`src/hw/rtl/apac_pkg.sv`:
```
// types and constants for the argb pixel alpha composite block
// no dependencies
package apac_pkg;

    localparam int CH_N        = 3;
    localparam int CH_W        = 8;
    localparam int NUM_W       = 17;
    localparam int QUO_W       = 8;
    localparam int DIV_BITS    = 2;
    localparam int DIV_STAGES  = QUO_W / DIV_BITS;
    localparam int PIPE_LATENCY = DIV_STAGES + 4;
    localparam int CFG_INDEX_W = 2;

    localparam logic [CFG_INDEX_W-1:0] REG_SOURCE_HAS_ALPHA = 2'd0;
    localparam logic [CFG_INDEX_W-1:0] REG_BLEND_ENABLE     = 2'd1;
    localparam logic [CFG_INDEX_W-1:0] REG_BLEND_FORMULA    = 2'd2;

    localparam logic [CH_W-1:0] ALPHA_OPAQUE  = 8'd255;
    localparam logic [CH_W-1:0] DST_ALPHA_MIN = 8'd5;
    localparam logic [CH_W-1:0] SRC_ALPHA_MAX = 8'd250;

    typedef enum logic [1:0] {
        MODE_PACK,
        MODE_OVER,
        MODE_SHIFT
    } mode_t;

endpackage

```
`src/hw/rtl/argb_pixel_alpha_composite_top.sv`:
```
// argb8888 alpha composite: one source pixel over one destination word per item
// depends on apac_pkg
//
// usage: drive src_red/green/blue/alpha and dst_pixel with start high; the item
// is taken at an edge where start is high and busy is low. busy is high only
// during reset and until the edge after it is released, so an item may be given on
// every clock after that.
// config: cfg_we, cfg_index, cfg_data write source_has_alpha (0), blend_enable
// (1) and blend_formula (2); other indexes are ignored. write only while idle.
// the mode is sampled when the item is taken.
// result: out_pixel is valid for one cycle with done high. an item takes the
// same path through every stage of the pipe, for every mode.
// throughput: one item per clock. the depth is set by the over-blend divider,
// a restoring divider that retires two quotient bits per stage over four
// stages, behind three stages of select, multiply and sum.
// reset clears the valid bits and the config registers (source_has_alpha = 1).
// the receiver cannot stall, so nothing ever waits inside the pipe.
module argb_pixel_alpha_composite_top (
    input  logic        clk,
    input  logic        rst_n,
    input  logic        start,
    output logic        busy,
    input  logic [7:0]  src_red,
    input  logic [7:0]  src_green,
    input  logic [7:0]  src_blue,
    input  logic [7:0]  src_alpha,
    input  logic [31:0] dst_pixel,
    output logic        done,
    output logic [31:0] out_pixel,
    input  logic        cfg_we,
    input  logic [1:0]  cfg_index,
    input  logic        cfg_data
);
    import apac_pkg::*;

    logic has_alpha_reg;
    logic blend_en_reg;
    logic formula_reg;
    logic busy_reg;
    logic accept;

    // stage 1: captured item and mode
    logic            v1_reg;
    mode_t           mode1_reg;
    mode_t           mode1_next;
    logic [CH_W-1:0] a1_reg;
    logic [CH_W-1:0] a1_next;
    logic [CH_W-1:0] src1_reg [CH_N];
    logic [31:0]     dst1_reg;

    // stage 2: dst weight and shift blend
    logic            v2_reg;
    logic            over2_reg;
    logic [31:0]     early2_reg;
    logic [31:0]     early2_next;
    logic [CH_W-1:0] ad2_reg;
    logic [CH_W-1:0] ad2_next;
    logic [CH_W-1:0] sa2_reg;
    logic [CH_W-1:0] src2_reg [CH_N];
    logic [CH_W-1:0] dch2_reg [CH_N];
    logic [CH_W-1:0] da1;
    logic [15:0]     ad_prod;
    logic [CH_W-1:0] shift_ch [CH_N];

    // stage 3 and divider stages share indexed arrays, index 0 is stage 3
    logic            dv_reg    [DIV_STAGES+1];
    logic            dover_reg [DIV_STAGES+1];
    logic [31:0]     dearly_reg[DIV_STAGES+1];
    logic [CH_W-1:0] da0_reg   [DIV_STAGES+1];
    logic [NUM_W-1:0] drem_reg [DIV_STAGES+1][CH_N];
    logic [QUO_W-1:0] dquo_reg [DIV_STAGES+1][CH_N];
    logic [NUM_W-1:0] num3_next[CH_N];
    logic [8:0]       a0_sum;

    logic        done_reg;
    logic [31:0] out_pixel_reg;
    logic [31:0] out_pixel_next;

    assign accept = start && !busy_reg;
    assign busy   = busy_reg;

    // config registers and ready
    always_ff @(posedge clk or negedge rst_n)
    begin
        if (!rst_n)
        begin
            has_alpha_reg <= 1'b1;
            blend_en_reg  <= 1'b0;
            formula_reg   <= 1'b0;
            busy_reg      <= 1'b1;
        end
        else
        begin
            busy_reg <= 1'b0;
            if (cfg_we)
            begin
                case (cfg_index)
                    REG_SOURCE_HAS_ALPHA: has_alpha_reg <= cfg_data;
                    REG_BLEND_ENABLE:     blend_en_reg  <= cfg_data;
                    REG_BLEND_FORMULA:    formula_reg   <= cfg_data;
                    default:              ;
                endcase
            end
        end
    end

    // mode select at the input
    always_comb
    begin
        a1_next = has_alpha_reg ? src_alpha : ALPHA_OPAQUE;
        if (!has_alpha_reg || !blend_en_reg || (dst_pixel[31:24] < DST_ALPHA_MIN)
            || (src_alpha > SRC_ALPHA_MAX))
        begin
            mode1_next = MODE_PACK;
        end
        else if (formula_reg)
        begin
            mode1_next = MODE_SHIFT;
        end
        else
        begin
            mode1_next = MODE_OVER;
        end
    end

    // stage 2 logic
    always_comb
    begin
        da1      = dst1_reg[31:24];
        ad_prod  = da1 * (ALPHA_OPAQUE - a1_reg);
        ad2_next = ad_prod[15:8];
        for (int c = 0; c < CH_N; c++)
        begin
            logic [16:0] sum;
            sum = 17'(dst1_reg[(CH_N-1-c)*CH_W +: CH_W] * da1)
                + 17'(src1_reg[c] * (ALPHA_OPAQUE - da1));
            shift_ch[c] = sum[15:8];
        end
        if (mode1_reg == MODE_SHIFT)
        begin
            early2_next = {a1_reg, shift_ch[0], shift_ch[1], shift_ch[2]};
        end
        else
        begin
            early2_next = {a1_reg, src1_reg[0], src1_reg[1], src1_reg[2]};
        end
    end

    // stage 3 logic: combined alpha and over numerators
    always_comb
    begin
        a0_sum = {1'b0, sa2_reg} + {1'b0, ad2_reg};
        for (int c = 0; c < CH_N; c++)
        begin
            num3_next[c] = NUM_W'(src2_reg[c] * sa2_reg) + NUM_W'(dch2_reg[c] * ad2_reg);
        end
    end

    // valid bits of the front stages and output
    always_ff @(posedge clk or negedge rst_n)
    begin
        if (!rst_n)
        begin
            v1_reg    <= 1'b0;
            v2_reg    <= 1'b0;
            dv_reg[0] <= 1'b0;
            done_reg  <= 1'b0;
        end
        else
        begin
            v1_reg    <= accept;
            v2_reg    <= v1_reg;
            dv_reg[0] <= v2_reg;
            done_reg  <= dv_reg[DIV_STAGES];
        end
    end

    // payload of the front stages
    always_ff @(posedge clk)
    begin
        if (accept)
        begin
            mode1_reg   <= mode1_next;
            a1_reg      <= a1_next;
            src1_reg[0] <= src_red;
            src1_reg[1] <= src_green;
            src1_reg[2] <= src_blue;
            dst1_reg    <= dst_pixel;
        end
        if (v1_reg)
        begin
            over2_reg  <= (mode1_reg == MODE_OVER);
            early2_reg <= early2_next;
            ad2_reg    <= ad2_next;
            sa2_reg    <= a1_reg;
            for (int c = 0; c < CH_N; c++)
            begin
                src2_reg[c] <= src1_reg[c];
                dch2_reg[c] <= dst1_reg[(CH_N-1-c)*CH_W +: CH_W];
            end
        end
        if (v2_reg)
        begin
            dover_reg[0]  <= over2_reg;
            dearly_reg[0] <= early2_reg;
            da0_reg[0]    <= a0_sum[7:0];
            for (int c = 0; c < CH_N; c++)
            begin
                drem_reg[0][c] <= num3_next[c];
                dquo_reg[0][c] <= '0;
            end
        end
        if (dv_reg[DIV_STAGES])
        begin
            out_pixel_reg <= out_pixel_next;
        end
    end

    // restoring divider, two quotient bits per stage, msb first
    for (genvar k = 0; k < DIV_STAGES; k++)
    begin : g_div
        logic [NUM_W-1:0] rem_nx [CH_N];
        logic [QUO_W-1:0] quo_nx [CH_N];

        always_comb
        begin
            for (int c = 0; c < CH_N; c++)
            begin
                logic [NUM_W-1:0] rem;
                logic [QUO_W-1:0] quo;
                logic [NUM_W-1:0] trial;
                logic [2:0]       bit_idx;
                rem = drem_reg[k][c];
                quo = dquo_reg[k][c];
                for (int j = 0; j < DIV_BITS; j++)
                begin
                    bit_idx = 3'(QUO_W - 1 - k * DIV_BITS - j);
                    trial   = NUM_W'(da0_reg[k]) << bit_idx;
                    if (rem >= trial)
                    begin
                        rem          = rem - trial;
                        quo[bit_idx] = 1'b1;
                    end
                end
                rem_nx[c] = rem;
                quo_nx[c] = quo;
            end
        end

        always_ff @(posedge clk or negedge rst_n)
        begin
            if (!rst_n)
            begin
                dv_reg[k+1] <= 1'b0;
            end
            else
            begin
                dv_reg[k+1] <= dv_reg[k];
            end
        end

        always_ff @(posedge clk)
        begin
            if (dv_reg[k])
            begin
                dover_reg[k+1]  <= dover_reg[k];
                dearly_reg[k+1] <= dearly_reg[k];
                da0_reg[k+1]    <= da0_reg[k];
                for (int c = 0; c < CH_N; c++)
                begin
                    drem_reg[k+1][c] <= rem_nx[c];
                    dquo_reg[k+1][c] <= quo_nx[c];
                end
            end
        end
    end

    always_comb
    begin
        if (dover_reg[DIV_STAGES])
        begin
            out_pixel_next = {da0_reg[DIV_STAGES], dquo_reg[DIV_STAGES][0],
                              dquo_reg[DIV_STAGES][1], dquo_reg[DIV_STAGES][2]};
        end
        else
        begin
            out_pixel_next = dearly_reg[DIV_STAGES];
        end
    end

    assign done      = done_reg;
    assign out_pixel = out_pixel_reg;

endmodule

```
`config.mk`:
```
export PLATFORM = sky130hd
export DESIGN_NAME = argb_pixel_alpha_composite_top
export DESIGN_NICKNAME = d
export VERILOG_FILES = /design/src/hw/rtl/apac_pkg.sv /design/src/hw/rtl/argb_pixel_alpha_composite_top.sv
export SDC_FILE = /design/constraint.sdc
export NUM_CORES = 2
export LEC_CHECK = 0
export ABC_AREA = 1
export BUFFER_PORTS_ARGS = -buffer_cell sky130_fd_sc_hd__buf_2
export CORE_MARGIN = 5
export CORE_UTILIZATION = 45
export DETAILED_ROUTE_END_ITERATION = 6
export SETUP_SLACK_MARGIN = 0.2
export SLEW_MARGIN = 15
export SYNTH_ARGS = -nofsm -noshare
export SYNTH_HDL_FRONTEND = slang
export SYNTH_SLANG_ARGS = --single-unit
```
`constraint.sdc`:
```
create_clock -name clk -period 13.7 [get_ports clk]
set_input_delay 1.37 -clock clk [delete_from_list [all_inputs] [get_ports clk]]
set_output_delay 1.37 -clock clk [all_outputs]
set_load 0.005 [all_outputs]
```
* Word-level counts from Yosys, hierarchy flattened
Memory sizes are Yosys's and may differ from the RTL's. Cells that the tools add are included.
Word-level totals: register bits 135, bits in writable memories 652, bits of input ports 71, output and inout port bits 34, logic and storage cells 180, memories kept 8
Cells by class: add/subtract/negate cells 33, multipliers 13, $lt $le $gt $ge 26, eq/ne operators 4, muxes and demuxes 65, reductions and logical operators 11
Memory list:
- drem_reg | words 5, width 51, read ports 4, clocked after memory_dff 0, wr ports 5, line argb_pixel_alpha_composite_top.sv:70 | logic [NUM_W-1:0] drem_reg [DIV_STAGES+1][CH_N];
- dearly_reg | words 5, width 32, read ports 5, clocked after memory_dff 0, wr ports 5, line argb_pixel_alpha_composite_top.sv:68 | logic [31:0] dearly_reg[DIV_STAGES+1];
- dquo_reg | words 5, width 24, read ports 5, clocked after memory_dff 0, wr ports 5, line argb_pixel_alpha_composite_top.sv:71 | logic [QUO_W-1:0] dquo_reg [DIV_STAGES+1][CH_N];
- da0_reg | words 5, width 8, read ports 5, clocked after memory_dff 0, wr ports 5, line argb_pixel_alpha_composite_top.sv:69 | logic [CH_W-1:0] da0_reg [DIV_STAGES+1];
- dch2_reg | words 3, width 8, read ports 3, clocked after memory_dff 0, wr ports 3, line argb_pixel_alpha_composite_top.sv:60 | logic [CH_W-1:0] dch2_reg [CH_N];
- src1_reg | words 3, width 8, read ports 3, clocked after memory_dff 0, wr ports 3, line argb_pixel_alpha_composite_top.sv:48 | logic [CH_W-1:0] src1_reg [CH_N];
- +2 memories
Operators by type and width (number):
- 17-bit 2-to-1 mux | 24
- 8-bit by 8-bit multiplier with 16-bit output | 9
- 16-bit by 16-bit adder with 17-bit output | 3
- 17-bit by 10-bit greater-or-equal comparator with 1-bit output | 3
- 17-bit by 11-bit greater-or-equal comparator with 1-bit output | 3
- 17-bit by 12-bit greater-or-equal comparator with 1-bit output | 3
- 17-bit by 13-bit greater-or-equal comparator with 1-bit output | 3
- 17-bit by 14-bit greater-or-equal comparator with 1-bit output | 3
- 17-bit by 15-bit greater-or-equal comparator with 1-bit output | 3
- 17-bit by 8-bit greater-or-equal comparator with 1-bit output | 3
- 17-bit by 9-bit greater-or-equal comparator with 1-bit output | 3
- 17-bit by 10-bit subtractor with 17-bit output | 3
- 17-bit by 11-bit subtractor with 17-bit output | 3
- 17-bit by 12-bit subtractor with 17-bit output | 3
- 17-bit by 13-bit subtractor with 17-bit output | 3
- 17-bit by 14-bit subtractor with 17-bit output | 3
- 17-bit by 15-bit subtractor with 17-bit output | 3
- 17-bit by 8-bit subtractor with 17-bit output | 3
- 17-bit by 9-bit subtractor with 17-bit output | 3
- 16-bit adder | 3
- 1-bit 2-to-1 mux | 38
- 8-bit by 17-bit multiplier with 16-bit output | 2
- 9-bit by 9-bit multiplier with 16-bit output | 2
- 32-bit 2-to-1 mux | 1
- 13 further kinds | 22

* Depth between registers and ports, before layout
An unclocked memory read counts as a cell.
depth in word-level cells 5, depth in mapped cells 29

* Worst setup path after synthesis
No wires, ideal clock.
kind reg2reg, start point reg dst1_reg[24], end point reg early2_reg[6] (data pin), setup time 0.253 ns, data arrival time 5.504 ns, data required time 13.447 ns, path slack 7.942 ns, stages on the path, launching flop included 26, buffers on the path 2, cells stage by stage edfxtp_1 > clkbuf_1 > inv_1 > clkbuf_1 > nand2_1 > fa_1 > inv_1 > fa_1 > inv_1 > fa_1 > inv_1 > fa_1 > fa_1 > inv_1 > fa_1 > inv_1 > ha_1 > a21oi_1 > o21ai_0 > nand2_1 > nand3_1 > a21oi_1 > o21ai_0 > or2_2 > nand3_1 > nand2_1
On the way: longest elaborated chain between the ends 4
RTL lines:
- start, declared | line argb_pixel_alpha_composite_top.sv:49 | logic [31:0] dst1_reg;
- start signal, assigned | line argb_pixel_alpha_composite_top.sv:188 | dst1_reg <= dst_pixel;
- 8-bit by 8-bit subtractor with 9-bit output | line argb_pixel_alpha_composite_top.sv:136 | + 17'(src1_reg[c] * (ALPHA_OPAQUE - da1));
- 9-bit by 9-bit multiplier with 16-bit output | line argb_pixel_alpha_composite_top.sv:136
- 16-bit adder (*) | line argb_pixel_alpha_composite_top.sv:136
- 24-bit 2-to-1 mux (*) | line argb_pixel_alpha_composite_top.sv:139 | if (mode1_reg == MODE_SHIFT)
- via early2_next[6] | line argb_pixel_alpha_composite_top.sv:55 | logic [31:0] early2_next;
- end signal, assigned | line argb_pixel_alpha_composite_top.sv:193 | early2_reg <= early2_next;
- end, declared | line argb_pixel_alpha_composite_top.sv:54 | logic [31:0] early2_reg;
Mark *: on every way through the listed nets, which the timed path passes. The rest lies on a longest branch. A chain may end at the register's enable or synchronous reset.

* Worst setup path in the final report
start point reg dst1_reg[26], end point reg early2_reg[6] (data pin)
Same word-level chain as after synthesis.

==> results.toml <==
[status]
outcome = "finished clean"

[layout]
fill_cells = 13300
area_growth_pct = 7.75
postLayoutCellArea_um2 = 68400
fin_cells = 9060
largest_reg_flops = 204
final_nets = 8436
layout-drive-gt1-share_pct = 6.22
final_core_util_pct = 48.9

[critical_path]
rrSetupSlack_ns = 7.07
endpoint_kind = "register"
r2r-start = "dst1_reg[26]$_DFFE_PP_"
worstReg2RegEnd = "early2_reg[6]$_DFFE_PP_"
worstPathArrival_ns = 7.05
cp.required_ns = 14.11
rr_worst_depth = 24
cp_max_fo = 38
critPathKind = "register to register"
crit_path_start_kind = "register"

[sta]
finalCritPeriodShare_pct = 48.4
slew_headroom_pct = 33.9
whs_ns = 0.385
fin_worst_skew_ns = 0.0450
hold_violations = 0
tns_ns = 0
fin_ws_ns = 7.07
setup_violations = 0
period_minus_slack_ns = 6.63
rsz0062_at_grt = "no"
tightest_slew_ns = 0.992
clock.fmax_mhz = 151
slew_viol_final = 0

[worst_hold_path]
hold_depth = 0
hold_path_class = "register to register"
worstHoldStart = "dearly_reg[0][122]$_DFFE_PP_"
min_to = "dearly_reg[0][154]$_DFFE_PP_"

[pwr]
power.total_mw = 16.3
switching_share_pct = 48.6
share_seq_of_total_power_pct = 20.8
p_per_area_nw_per_um2 = 238
combPwrFrac_pct = 66.5
p_leak_nw = 34.6
intPower_mw = 8.37
ir_worst_vdd_uv = 281
p_sw_mw = 7.91
power.share.clock_pct = 12.7

[clocking]
cts.reportedPaths.clkPinSlew_ns = 0.06
cts_buffers = 79
cts_hold_buf = 0
cts_resized = 0
clock-root-buffer = "clkbuf_16"
htreeDepth = 3
cts_tree = "done"
clock-sinks = 668
cts_setup_buffers = 0
cts_buffer_depth = 3
worstSkewPairLatency_ns = 0.71

[logic_synthesis]
yosysSeqAreaShare_pct = 31.5
ys.flop_type = "edfxtp_1"
syn_nets = 8398
synth_seq_cells = 668
synth_edf_count = 656
async_flop_share_pct = 1.80
avgSynthCellArea_um2 = 8.97
synthCells = 7081
syn_area_um2 = 63500
synth_cell_types = 64
synth_warnings = 0

[floorplanning]
io_pins = 105
die-area_um2 = 149000
core-area_um2 = 140000
rows = 137
fp.dieW_um = 386
start_util_pct = 45.4
die_h_um = 386

[route]
viasPerCell = 5.01
first_iter_violations = 2934
postRouteAntennaNets = 0
wl_per_cell_um = 17.8
vias = 45400
drc = 0
drtPass1Iterations = 7
drt-total-wl_um = 161000

[placement]
dpl_cell_area_um2 = 65900
gp_congestion = 0.901
io_buffers = 104
pre_cts_slack_ns = 7.17
post-dp-hpwl_um = 127000
dp_cells = 8914

[global_routing]
grt.overflow.total = 0
track_usage_pct = 22.1
grt_pass1_wl_um = 256000
antenna_found_initial = 5
grt_max_degree = 72
grt_pass1_vias = 46200

[job]
cap_viol_max_count = 0
-- metal layers --
layer	global-route usage, %	up-vias	wire length, um	part of all wire, %
li1	-	22100	-	-
met1	29.3	21800	68800	43
met2	37.9	1276	77700	48
met3	3.13	228	9850	6.1
met4	6.52	0	5180	3.2
met5	0	-	0	0
-- cell type report --
class | instances | area, um^2 | area share, %
multi-input combinational | 4571 | 36500 | 53.3
inverter | 1661 | 6230 | 9.11
timing repair buffer | 138 | 776 | 1.13
clock buffer | 94 | 2050 | 3.00
antenna | 2 | 5.00 | 0.00731
tap | 1876 | 2350 | 3.43
sequential | 668 | 20000 | 29.3
clock inverter | 50 | 524 | 0.766
-- cell usage after synthesis (12+ instances only) --
cell,instances,share of area (%)
nor2_1,456,2.7
o21bai_1,19,0.22
xnor2_1,93,1.3
mux2_2,35,0.62
ha_1,613,12
nor2_2,14,0.14
xor2_1,136,1.9
a21oi_1,230,1.8
a21o_1,18,0.21
nand2_2,43,0.42
or2_2,25,0.25
inv_2,12,0.071
nand4_1,73,0.72
nand2_1,1550,9.2
nand3_1,245,1.9
a31oi_1,16,0.16
nor3_1,41,0.32
nand3b_1,20,0.24
o21ai_0,175,1.4
inv_1,1642,9.7
o21ai_1,14,0.11
fa_1,633,20
o211ai_1,13,0.15
clkbuf_1,117,0.69
edfxtp_1,656,31
buf_1,19,0.11
clkbuf_2,30,0.24
nand3_2,17,0.27
-- worst max-delay path, stage by stage (launching register included) --
cell	delay, ns
edfxtp_1	0.32
buf_4	0.46
clkinv_1	0.74
nand2_1	0.26
fa_1	0.44
inv_1	0.08
fa_1	0.41
inv_1	0.09
fa_1	0.39
inv_1	0.08
fa_1	0.43
fa_1	0.53
inv_1	0.06
fa_1	0.47
inv_1	0.04
ha_1	0.27
a21oi_1	0.17
o21ai_0	0.14
nand2_1	0.11
nand3_1	0.10
a21oi_1	0.19
o21ai_0	0.12
or2_2	0.28
nand3_1	0.07
nand2_1	0.08
-- power by group through the flow --
stage                     logic [mW]  clock network (mW)  registers [mW]
after floorplan                 8.29                   0            3.27
after global placement          10.6                   0            3.43
after detailed placement        10.7                   0            3.43
after CTS                       10.8                2.14            3.39
after global routing            12.4                2.22            3.42
final                           10.8                2.08            3.39
-- cell families after synthesis --
group                    synth area share (%)
buffers and inverters                    11.1
adder cells (fa/ha/maj)                  32.0
XOR/XNOR                                 3.16
AND/OR/NAND/NOR                          17.1
AO/OA/AOI/OAI                            4.55
other                                 0.00590
flip-flops                               31.5
multiplexers                            0.621
-- placed cells by master (no fill, tap or decap), types with 7 or more instances in the layout --
cell type / netlist / routed
nor3_1: 41 / 41
or2_2: 25 / 25
inv_6: 0 / 7
ha_1: 613 / 613
clkbuf_1: 117 / 13
fa_1: 633 / 633
o21bai_1: 19 / 19
a21o_1: 18 / 18
nand4_1: 73 / 73
xor2_1: 136 / 136
o21ai_0: 175 / 175
o31ai_1: 7 / 7
o211ai_1: 13 / 13
buf_4: 1 / 34
clkbuf_16: 0 / 79
o21ai_1: 14 / 14
nand3b_1: 20 / 20
nor2_2: 14 / 14
clkinv_2: 0 / 11
nand2_1: 1550 / 1550
nand2_2: 43 / 43
nand3_1: 245 / 245
edfxtp_1: 656 / 656
inv_1: 1642 / 1642
inv_2: 12 / 12
buf_2: 4 / 104
nor2_4: 8 / 9
mux2_2: 35 / 35
and2_1: 7 / 7
a21oi_1: 230 / 230
nor2_1: 456 / 455
nand3_2: 17 / 17
a31oi_1: 16 / 16
clkinv_16: 0 / 7
clkinv_1: 7 / 24
xnor2_1: 93 / 93
-- worst max path at each step --
stage                                      start                       to  slack, ns  depth (start not counted)
after CTS                 dst1_reg[26]$_DFFE_PP_  early2_reg[6]$_DFFE_PP_       7.14                         24
after global placement    dst1_reg[26]$_DFFE_PP_  early2_reg[6]$_DFFE_PP_       7.22                         24
final                     dst1_reg[26]$_DFFE_PP_  early2_reg[6]$_DFFE_PP_       7.07                         24
after detailed placement  dst1_reg[26]$_DFFE_PP_  early2_reg[6]$_DFFE_PP_       7.17                         24
after global routing      dst1_reg[26]$_DFFE_PP_  early2_reg[6]$_DFFE_PP_       6.73                         24
after floorplan           dst1_reg[24]$_DFFE_PP_  early2_reg[6]$_DFFE_PP_       7.94                         25
Power figures use the tool's default switching activity.
